<file path="src/design/u8s_pkg.sv">
`default_nettype none
// ----------------------------------------------------------------------------
// u8s_pkg
// Shared types, constants and the sequence judge for the UTF-8 sanitizer.
// ----------------------------------------------------------------------------
package u8s_pkg;

    localparam int CAP_W       = 13;
    localparam int IN_Q_DEPTH  = 2;   // power of two
    localparam int OUT_Q_DEPTH = 4;   // power of two

    // Replacement character U+FFFD; entry 3 is padding and never emitted
    localparam logic [3:0][7:0] REPL = {8'h00, 8'hBD, 8'hBF, 8'hEF};

    localparam logic [7:0] LEAD_2_MIN = 8'hC2;
    localparam logic [7:0] LEAD_4_MAX = 8'hF4;
    localparam logic [7:0] LEAD_E0    = 8'hE0;
    localparam logic [7:0] LEAD_ED    = 8'hED;
    localparam logic [7:0] LEAD_F0    = 8'hF0;
    localparam logic [7:0] LEAD_F4    = 8'hF4;
    localparam logic [7:0] CONT_A0    = 8'hA0;
    localparam logic [7:0] CONT_90    = 8'h90;
    localparam logic [7:0] CONT_MASK  = 8'hC0;
    localparam logic [7:0] CONT_TAG   = 8'h80;

    typedef enum logic [1:0] {
        VERDICT_INVALID,
        VERDICT_PARTIAL,
        VERDICT_COMPLETE
    } verdict_t;

    typedef enum logic [1:0] {
        ST_IDLE,
        ST_JUDGE,
        ST_EMIT,
        ST_TERM
    } back_state_t;

    typedef struct packed {
        logic       valid;
        logic [7:0] data;
        logic       term;
    } item_t;

    typedef struct packed {
        logic       valid;
        logic [7:0] data;
        logic       last;
    } result_t;

    typedef struct packed {
        verdict_t   verdict;
        logic [2:0] len;
    } judge_t;

    function automatic logic is_cont(input logic [7:0] b);
        return (b & CONT_MASK) == CONT_TAG;
    endfunction

    // Judge the first n bytes (1..4) of buf
    function automatic judge_t judge(input logic [3:0][7:0] buf_in, input logic [2:0] n);
        judge_t     r;
        logic [7:0] c;
        logic [2:0] need;
        logic       bad;
        c    = buf_in[0];
        bad  = 1'b0;
        need = 3'd1;
        if (c[7] == 1'b0)
        begin
            need = 3'd1;
        end
        else if (c[7:5] == 3'b110)
        begin
            need = 3'd2;
            bad  = c < LEAD_2_MIN;
        end
        else if (c[7:4] == 4'b1110)
        begin
            need = 3'd3;
        end
        else if (c[7:3] == 5'b11110)
        begin
            need = 3'd4;
            bad  = c > LEAD_4_MAX;
        end
        else
        begin
            bad = 1'b1;
        end
        if (n > 3'd1 && need > 3'd1)
        begin
            if (!is_cont(buf_in[1])) bad = 1'b1;
            if (c == LEAD_E0 && buf_in[1] < CONT_A0) bad = 1'b1;
            if (c == LEAD_ED && buf_in[1] >= CONT_A0) bad = 1'b1;
            if (c == LEAD_F0 && buf_in[1] < CONT_90) bad = 1'b1;
            if (c == LEAD_F4 && buf_in[1] >= CONT_90) bad = 1'b1;
        end
        if (n > 3'd2 && need > 3'd2 && !is_cont(buf_in[2])) bad = 1'b1;
        if (n > 3'd3 && need > 3'd3 && !is_cont(buf_in[3])) bad = 1'b1;
        r.len = need;
        if (bad) r.verdict = VERDICT_INVALID;
        else if (n >= need) r.verdict = VERDICT_COMPLETE;
        else r.verdict = VERDICT_PARTIAL;
        return r;
    endfunction

endpackage
`default_nettype wire

</file>
<file path="src/design/utf8_sanitizer_top.sv">
`default_nettype none
// ----------------------------------------------------------------------------
// utf8_sanitizer_top
// Streaming UTF-8 validator that replaces offending bytes with U+FFFD.
// ----------------------------------------------------------------------------
// Usage:
//   Input channel: push a string byte when full is low; a zero byte ends
//   the string. Result channel: while empty is low, out_byte/last carry the
//   oldest result; pop takes it. The terminator comes out as a zero byte
//   with last set (nothing at all when capacity is zero).
//   Configuration: cfg_data is the output buffer capacity in bytes,
//   terminator included, written when cfg_valid is high (cfg_ready is always
//   high). Write it only while no string is in flight. Reset value is 256.
//   Path: a byte passes the input queue, the sequencer's load, judge and
//   emit states and the result queue on its way to the result ports. The
//   sequencer emits one byte a cycle while the result queue has room, and
//   loads and then judges each input byte; it takes no new input byte
//   until it has emitted or held the last one.
//   A stalled receiver fills the result queue, holds the sequencer and then
//   raises full; nothing is lost. Reset clears all queues and held bytes.
// ----------------------------------------------------------------------------
module utf8_sanitizer_top
    import u8s_pkg::*;
#(
    parameter int MAX_CAPACITY = 4096
)
(
    input  wire logic             clk,
    input  wire logic             rst_n,
    input  wire logic             push,
    output logic                  full,
    input  wire logic [7:0]       in_byte,
    output logic                  empty,
    input  wire logic             pop,
    output logic [7:0]            out_byte,
    output logic                  last,
    input  wire logic             cfg_valid,
    output logic                  cfg_ready,
    input  wire logic [CAP_W-1:0] cfg_data
);

    logic [CAP_W-1:0] capacity_reg;
    logic [CAP_W-1:0] cap_eff;
    item_t            item;
    logic             item_pop;
    result_t          res;
    logic             res_full;

    assign cfg_ready = 1'b1;

    // hold the capacity; values above the build limit act as the limit
    always_ff @(posedge clk or negedge rst_n)
    begin
        if (!rst_n)
            capacity_reg <= CAP_W'(256);
        else if (cfg_valid && cfg_ready)
            capacity_reg <= cfg_data;
    end

    assign cap_eff = (int'(capacity_reg) > MAX_CAPACITY) ? CAP_W'(MAX_CAPACITY)
                                                         : capacity_reg;

    // front: accept and tag bytes
    u8s_front u_front (
        .clk      (clk),
        .rst_n    (rst_n),
        .push     (push),
        .full     (full),
        .in_byte  (in_byte),
        .item     (item),
        .item_pop (item_pop)
    );

    // back: judge held sequences and emit bytes one a cycle while the result queue has room
    u8s_back u_back (
        .clk      (clk),
        .rst_n    (rst_n),
        .cap_eff  (cap_eff),
        .item     (item),
        .item_pop (item_pop),
        .res      (res),
        .res_full (res_full)
    );

    // result queue towards the receiver
    u8s_out_q u_out_q (
        .clk      (clk),
        .rst_n    (rst_n),
        .res      (res),
        .res_full (res_full),
        .empty    (empty),
        .pop      (pop),
        .out_byte (out_byte),
        .last     (last)
    );

`ifndef SYNTHESIS
    // the terminator is always a zero byte
    a_last_is_zero: assert property (@(posedge clk) disable iff (!rst_n)
        res.valid && res.last |-> res.data == 8'h00)
        else $error("terminator result carries a nonzero byte");

    // a result blocked by a full queue is held unchanged
    a_res_held: assert property (@(posedge clk) disable iff (!rst_n)
        res.valid && res_full |=> res.valid && $stable(res.data) && $stable(res.last))
        else $error("blocked result changed before it was queued");

    // the sequencer takes an item only when one is waiting
    a_pop_valid: assert property (@(posedge clk) disable iff (!rst_n)
        item_pop |-> item.valid)
        else $error("item taken from an empty input queue");
`endif

endmodule
`default_nettype wire

</file>
<file path="src/design/u8s_front.sv">
`default_nettype none
// ----------------------------------------------------------------------------
// u8s_front
// Input queue: accepts string bytes and tags the terminating zero byte.
// ----------------------------------------------------------------------------
module u8s_front
    import u8s_pkg::*;
(
    input  wire logic       clk,
    input  wire logic       rst_n,
    input  wire logic       push,
    output logic            full,
    input  wire logic [7:0] in_byte,
    output item_t           item,
    input  wire logic       item_pop
);

    localparam int PTR_W = (IN_Q_DEPTH > 1) ? $clog2(IN_Q_DEPTH) : 1;
    localparam int CNT_W = $clog2(IN_Q_DEPTH + 1);

    typedef struct packed {
        logic [7:0] data;
        logic       term;
    } entry_t;

    entry_t             mem_reg [IN_Q_DEPTH];
    logic [PTR_W-1:0]   wr_ptr_reg, rd_ptr_reg;
    logic [CNT_W-1:0]   count_reg, count_next;
    logic               do_push, do_pop;

    assign full    = count_reg == CNT_W'(IN_Q_DEPTH);
    assign do_push = push && !full;
    assign do_pop  = item_pop && count_reg != '0;

    always_comb
    begin
        count_next = count_reg;
        if (do_push && !do_pop) count_next = count_reg + 1'b1;
        else if (do_pop && !do_push) count_next = count_reg - 1'b1;
    end

    always_ff @(posedge clk or negedge rst_n)
    begin
        if (!rst_n)
        begin
            wr_ptr_reg <= '0;
            rd_ptr_reg <= '0;
            count_reg  <= '0;
        end
        else
        begin
            if (do_push) wr_ptr_reg <= wr_ptr_reg + 1'b1;
            if (do_pop) rd_ptr_reg <= rd_ptr_reg + 1'b1;
            count_reg <= count_next;
        end
    end

    // classify on entry: only the zero byte ends a string
    always_ff @(posedge clk)
    begin
        if (do_push)
        begin
            mem_reg[wr_ptr_reg].data <= in_byte;
            mem_reg[wr_ptr_reg].term <= in_byte == 8'h00;
        end
    end

    always_comb
    begin
        item.valid = count_reg != '0;
        item.data  = mem_reg[rd_ptr_reg].data;
        item.term  = mem_reg[rd_ptr_reg].term;
    end

endmodule
`default_nettype wire

</file>
<file path="src/design/u8s_back.sv">
`default_nettype none
// ----------------------------------------------------------------------------
// u8s_back
// Sequencer: holds the open sequence, judges it, emits a byte a cycle if not full.
// ----------------------------------------------------------------------------
module u8s_back
    import u8s_pkg::*;
(
    input  wire logic             clk,
    input  wire logic             rst_n,
    input  wire logic [CAP_W-1:0] cap_eff,
    input  wire item_t            item,
    output logic                  item_pop,
    output result_t               res,
    input  wire logic             res_full
);

    back_state_t      state_reg, state_next;
    logic [3:0][7:0]  wb_reg, wb_next;
    logic [2:0]       wn_reg, wn_next;
    logic             at_end_reg, at_end_next;
    logic             trunc_reg, trunc_next;
    logic [CAP_W-1:0] written_reg, written_next;
    logic [1:0]       k_reg, k_next;
    logic [2:0]       size_reg, size_next;
    logic [2:0]       shift_reg, shift_next;
    logic             repl_reg, repl_next;
    judge_t           jr;
    logic [2:0]       size_c, wn_after;
    logic [3:0]       src_idx;

    assign jr       = judge(wb_reg, wn_reg);
    assign size_c   = (jr.verdict == VERDICT_COMPLETE) ? jr.len : 3'd3;
    assign wn_after = wn_reg - shift_reg;

    always_comb
    begin
        state_next   = state_reg;
        wb_next      = wb_reg;
        wn_next      = wn_reg;
        at_end_next  = at_end_reg;
        trunc_next   = trunc_reg;
        written_next = written_reg;
        k_next       = k_reg;
        size_next    = size_reg;
        shift_next   = shift_reg;
        repl_next    = repl_reg;
        item_pop     = 1'b0;
        res.valid    = 1'b0;
        res.data     = repl_reg ? REPL[k_reg] : wb_reg[k_reg];
        res.last     = 1'b0;
        src_idx      = '0;
        unique case (state_reg)
            ST_IDLE:
            begin
                if (item.valid)
                begin
                    item_pop = 1'b1;
                    if (item.term)
                    begin
                        at_end_next = 1'b1;
                        state_next  = ST_JUDGE;
                    end
                    else if (!trunc_reg)
                    begin
                        wb_next[wn_reg[1:0]] = item.data;
                        wn_next     = wn_reg + 3'd1;
                        at_end_next = 1'b0;
                        state_next  = ST_JUDGE;
                    end
                end
            end
            ST_JUDGE:
            begin
                if (trunc_reg || wn_reg == 3'd0)
                begin
                    wn_next    = '0;
                    state_next = at_end_reg ? ST_TERM : ST_IDLE;
                end
                else if (jr.verdict == VERDICT_PARTIAL && !at_end_reg)
                begin
                    state_next = ST_IDLE;
                end
                else if ({1'b0, written_reg} + {{(CAP_W-2){1'b0}}, size_c}
                         >= {1'b0, cap_eff})
                begin
                    // does not fit: drop the held bytes and the rest of the string
                    trunc_next = 1'b1;
                    wn_next    = '0;
                    state_next = at_end_reg ? ST_TERM : ST_IDLE;
                end
                else
                begin
                    size_next  = size_c;
                    shift_next = (jr.verdict == VERDICT_COMPLETE) ? jr.len : 3'd1;
                    repl_next  = jr.verdict != VERDICT_COMPLETE;
                    k_next     = '0;
                    state_next = ST_EMIT;
                end
            end
            ST_EMIT:
            begin
                res.valid = 1'b1;
                if (!res_full)
                begin
                    k_next = k_reg + 2'd1;
                    if ({1'b0, k_reg} == size_reg - 3'd1)
                    begin
                        written_next = written_reg + {{(CAP_W-3){1'b0}}, size_reg};
                        for (int i = 0; i < 4; i++)
                        begin
                            src_idx = 4'(i) + {1'b0, shift_reg};
                            wb_next[i] = (src_idx < 4'd4) ? wb_reg[src_idx[1:0]] : 8'h00;
                        end
                        wn_next = wn_after;
                        if (wn_after == 3'd0)
                            state_next = at_end_reg ? ST_TERM : ST_IDLE;
                        else
                            state_next = ST_JUDGE;
                    end
                end
            end
            ST_TERM:
            begin
                res.data  = 8'h00;
                res.last  = 1'b1;
                res.valid = cap_eff != '0;
                if (cap_eff == '0 || !res_full)
                begin
                    wn_next      = '0;
                    at_end_next  = 1'b0;
                    trunc_next   = 1'b0;
                    written_next = '0;
                    state_next   = ST_IDLE;
                end
            end
            default:
            begin
                state_next = ST_IDLE;
            end
        endcase
    end

    always_ff @(posedge clk or negedge rst_n)
    begin
        if (!rst_n)
        begin
            state_reg   <= ST_IDLE;
            wn_reg      <= '0;
            at_end_reg  <= 1'b0;
            trunc_reg   <= 1'b0;
            written_reg <= '0;
            k_reg       <= '0;
        end
        else
        begin
            state_reg   <= state_next;
            wn_reg      <= wn_next;
            at_end_reg  <= at_end_next;
            trunc_reg   <= trunc_next;
            written_reg <= written_next;
            k_reg       <= k_next;
        end
    end

    always_ff @(posedge clk)
    begin
        wb_reg    <= wb_next;
        size_reg  <= size_next;
        shift_reg <= shift_next;
        repl_reg  <= repl_next;
    end

endmodule
`default_nettype wire

</file>
<file path="src/design/u8s_out_q.sv">
`default_nettype none
// ----------------------------------------------------------------------------
// u8s_out_q
// Result queue: parts the sequencer from the receiver.
// ----------------------------------------------------------------------------
module u8s_out_q
    import u8s_pkg::*;
(
    input  wire logic    clk,
    input  wire logic    rst_n,
    input  wire result_t res,
    output logic         res_full,
    output logic         empty,
    input  wire logic    pop,
    output logic [7:0]   out_byte,
    output logic         last
);

    localparam int PTR_W = (OUT_Q_DEPTH > 1) ? $clog2(OUT_Q_DEPTH) : 1;
    localparam int CNT_W = $clog2(OUT_Q_DEPTH + 1);

    logic [7:0]       data_reg [OUT_Q_DEPTH];
    logic             last_reg [OUT_Q_DEPTH];
    logic [PTR_W-1:0] wr_ptr_reg, rd_ptr_reg;
    logic [CNT_W-1:0] count_reg, count_next;
    logic             do_push, do_pop;

    assign res_full = count_reg == CNT_W'(OUT_Q_DEPTH);
    assign empty    = count_reg == '0;
    assign do_push  = res.valid && !res_full;
    assign do_pop   = pop && !empty;
    assign out_byte = data_reg[rd_ptr_reg];
    assign last     = last_reg[rd_ptr_reg];

    always_comb
    begin
        count_next = count_reg;
        if (do_push && !do_pop) count_next = count_reg + 1'b1;
        else if (do_pop && !do_push) count_next = count_reg - 1'b1;
    end

    always_ff @(posedge clk or negedge rst_n)
    begin
        if (!rst_n)
        begin
            wr_ptr_reg <= '0;
            rd_ptr_reg <= '0;
            count_reg  <= '0;
        end
        else
        begin
            if (do_push) wr_ptr_reg <= wr_ptr_reg + 1'b1;
            if (do_pop) rd_ptr_reg <= rd_ptr_reg + 1'b1;
            count_reg <= count_next;
        end
    end

    always_ff @(posedge clk)
    begin
        if (do_push)
        begin
            data_reg[wr_ptr_reg] <= res.data;
            last_reg[wr_ptr_reg] <= res.last;
        end
    end

endmodule
`default_nettype wire

</file>
<file path="config.mk">
export PLATFORM = sky130hd
export DESIGN_NAME = utf8_sanitizer_top
export DESIGN_NICKNAME = d
export VERILOG_FILES = /design/src/design/u8s_pkg.sv /design/src/design/utf8_sanitizer_top.sv /design/src/design/u8s_front.sv /design/src/design/u8s_back.sv /design/src/design/u8s_out_q.sv
export SDC_FILE = /design/constraint.sdc
export NUM_CORES = 1
export LEC_CHECK = 0
export BUFFER_PORTS_ARGS = -buffer_cell sky130_fd_sc_hd__buf_2
export CAP_MARGIN = 10
export CORE_MARGIN = 3
export CORE_UTILIZATION = 58
export DETAILED_ROUTE_END_ITERATION = 6
export PLACE_DENSITY_LB_ADDON = 0.3
export REMOVE_ABC_BUFFERS = 1
export SYNTH_ARGS = -nofsm -noshare
export SYNTH_HDL_FRONTEND = slang
export SYNTH_SLANG_ARGS = --single-unit
</file>
<file path="constraint.sdc">
create_clock -name clk -period 6.7 [get_ports clk]
set_clock_uncertainty 0.05 [all_clocks]
set_input_delay 0.335 -clock clk [delete_from_list [all_inputs] [get_ports clk]]
set_output_delay 0.335 -clock clk [all_outputs]
set_load 0.01 [all_outputs]
</file>
==> results.toml <==
[critical_path]
critPathTopFamily = "simple AND/OR/NAND/NOR gates"
crit_top_cell = "ha_1"
critPathKind = "flop to flop"
cp-end-kind = "flop"
worstSetupStartpoint = "u_back.wb_reg[5]"
crit_required_ns = 6.71
worst-path-max-fanout = 10
cp_slowest_cell = "edfxtp_1"
crit_buf_inv = 0
worstRegToRegCells = 22
worst-path-stages = 22
start_kind = "flop"
critPathMaxStageDelay_ns = 0.55
cp_cell_sequence = "nand2_1 > or3_1 > o21a_1 > ha_1 > nand2b_1 > a21o_1 > a21o_1 > nand2b_1 > or2_2 > ha_1 > fa_1 > a21oi_1 > nor2_1 > nand3_1 > xnor2_1 > ha_1 > a211oi_1 > o21ai_0 > nor3b_1 > a211oi_1 > nand3_1 > nor2_1"
worstPathArrival_ns = 5.94
reg2reg_from = "u_back.wb_reg[5]"

[clock_network]
cts-resized-gates = 0
clock-root-buffer = "clkbuf_16"
path_clk_slew_ns = 0.06
cts_tree = "yes"
post_cts_buffers = 0
cts_max_path_buffers = 2
ctsHoldBuffers = 0
cts_buffers = 17
cts.sinks = 139
insertion_delay_ns = 0.43
htreeDepth = 4

[synth]
synth_seq_cells = 139
synthMuxAreaShare_pct = 12.73
synth_ff_type = "edfxtp_1"
syn_area_um2 = 7921
synth_top_family_by_area = "multiplexers"
yosysWarnings = 0
synth_top_area_share_pct = 35.26
synth_edf_count = 93
synth.area.top_cells = "edfxtp_1, dfrtp_1, ha_1"
yosysSeqAreaShare_pct = 49.80
synthSimpleGateAreaFrac_pct = 11.61
async_flop_share_pct = 33.09
synthXorXnorAreaFrac_pct = 4.091
synth_cell_types = 65
syn_inst = 676
avgSynthCellArea_um2 = 11.72
synth_compound_area_share_pct = 11.07
synthAdderAreaFrac_pct = 7.803
yosysTopAreaCell = "edfxtp_1"

[timing]
rsz0062_at_grt = "false"
setup_tns_ns = 0
setup_violations = 0
timing.final.crit_share_pct = 88.56
max_freq_mhz = 168.5
hold_viol_final = 0
finalMaxSlewViolations = 0
worst_slew_pin_slew_ns = 1.062
slew_headroom_pct = 29.19
fin_crit_ns = 5.934

[drt]
drt_iter0_drc = 499
drc = 0
vias_per_cell = 6.107
wl_per_cell_um = 18.72
dr.pass1.iters = 5
finalWirelength_um = 16740
drtAntennaViolNets = 0
via_count = 5460

[placement]
dp.cells = 862
place_congestion = 0.8904
hpwl_um = 11650
portBuffers = 36

[job]
cap_violations = 0

[pwr]
power_mw = 4.196
p_int_mw = 2.665
switchingPower_mw = 1.531
switching_share_pct = 36.48
p_clk_share_pct = 26.3
leakage_nw = 3.598
combPwrFrac_pct = 37.9
irDropWorstVdd_mv = 0.2707
powerDensity_nw_per_um2 = 470.9
seq_power_share_pct = 35.8

[grt]
grt.total_usage_pct = 23.72
grt_pass1_vias = 5409
grt_max_degree = 47
grt_overflow = 0
antenna_found_initial = 0
grt_pass1_wl_um = 27350

[floorplanning]
fp.dieW_um = 122.9
core_area_um2 = 13300
die_h_um = 122.9
initial_core_util_pct = 59.58
pin_count = 38
row_count = 42
dieArea_um2 = 15100

[layout]
layout.nets = 778
n_antenna_cell = 0
area_growth_pct = 12.49
fillers = 975
final_cells = 894
drive_above_1_share_pct = 17.27

[status]
status = "finished clean"

[min_path]
hold_path_class = "input port to async pin"
through the flow:
step | hold WS [ns] | worst slack (ns) | util, % | cell area (µm²)
CTS | 0.04893 | 0.8207 | 67.02 | 8911
global route | 0.05455 | 0.3010 | 67.02 | 8911
finish | 0.05824 | 0.7665 | 67.02 | 8911
floorplan | -0.01059 | 1.506 | - | 7801
global placement | 0.4237 | 1.094 | 61.80 | 8217
detailed placement | 0.4343 | 0.8508 | 61.80 | 8217
worst paths after layout:
| path | endpoint | slack (ns) |
|---|---|---|
| min in group clk | u_front.mem_reg[1][3] | 0.06 |
| hold / removal | u_back.written_reg[10] | 0.06 |
| hold reg to reg | u_front.wr_ptr_reg | 0.45 |
| setup reg to reg | u_back.repl_reg | 0.77 |
| max in group asynchronous | capacity_reg[5] | 5.89 |
| setup / recovery | u_back.repl_reg | 0.77 |
layout by cell type, fill, tap and decap left out, drive strengths merged, types with 7 or more instances in the layout:
cell	n
mux2	22
dfrtp	45
nor3	11
clkbuf	18
buf	38
mux4	16
o21ai	34
o22ai	27
a21oi	34
nand3	10
inv	31
bufinv	7
nand2	45
o22a	8
nor2	55
ha	43
edfxtp	93
xnor2	24
nand2b	20
xor2	13
mux2i	40
power by group through the flow:
stage | combinational [mW] | clock, mW | sequential, mW
6_report | 1.59 | 1.10 | 1.50
5_1_grt | 1.78 | 1.15 | 1.54
4_1_cts | 1.58 | 1.12 | 1.50
3_5_place_dp | 1.56 | 0 | 1.51
3_3_place_gp | 1.52 | 0 | 1.49
2_1_floorplan | 1.19 | 0 | 1.45
cells in the mapped netlist (6+ instances only):
| cell type | count |
|---|---|
| nand2_1 | 43 |
| a21oi_1 | 32 |
| buf_2 | 6 |
| xor2_1 | 13 |
| nand3_1 | 10 |
| nand2b_1 | 20 |
| o22ai_1 | 25 |
| inv_1 | 28 |
| mux4_2 | 16 |
| dfrtp_1 | 45 |
| o21ai_0 | 32 |
| edfxtp_1 | 93 |
| nor2_1 | 55 |
| clkbuf_1 | 15 |
| ha_1 | 43 |
| o22a_1 | 8 |
| mux2i_1 | 40 |
| mux2_2 | 22 |
| nor3_1 | 10 |
| xnor2_1 | 24 |
metal layers:
metal  track usage, %  wire length, µm  vias up
met4            7.068              233        0
met1            33.08             7461     2670
met3            6.037             1114       21
li1                 -                -     2570
met5                0                0        -
met2            36.90             7925      199
cell families (layout without fill, tap and decap cells):
group	after synthesis	after routing
other	1	1
DFF	139	139
buffers and inverters	56	98
and+or+nand+nor	182	182
AOI/OAI and AO/OA	136	136
muxes	78	78
adders and majority gates	47	47
xor gates and xnor gates	37	37
layout make-up:
class,count,area [µm²],share of cell area [%]
Tap cell,176,220.2,2.471
Timing Repair Buffer,38,195.2,2.190
Inverter,28,105.1,1.179
Clock buffer,18,429.2,4.816
Multi-Input combinational cell,481,3751,42.09
Clock inverter,14,265.3,2.977
Sequential cell,139,3945,44.27
worst register-to-register path, delay by kind of cell (launching register included):
kind	cells	cell delay [ns]
XOR/XNOR	1	0.08
AO/OA/AOI/OAI	7	1.46
flip-flops	1	0.55
AND/OR/NAND/NOR	10	2.26
adder cells (fa/ha/maj)	4	1.16
Power figures use the tool's default switching activity.
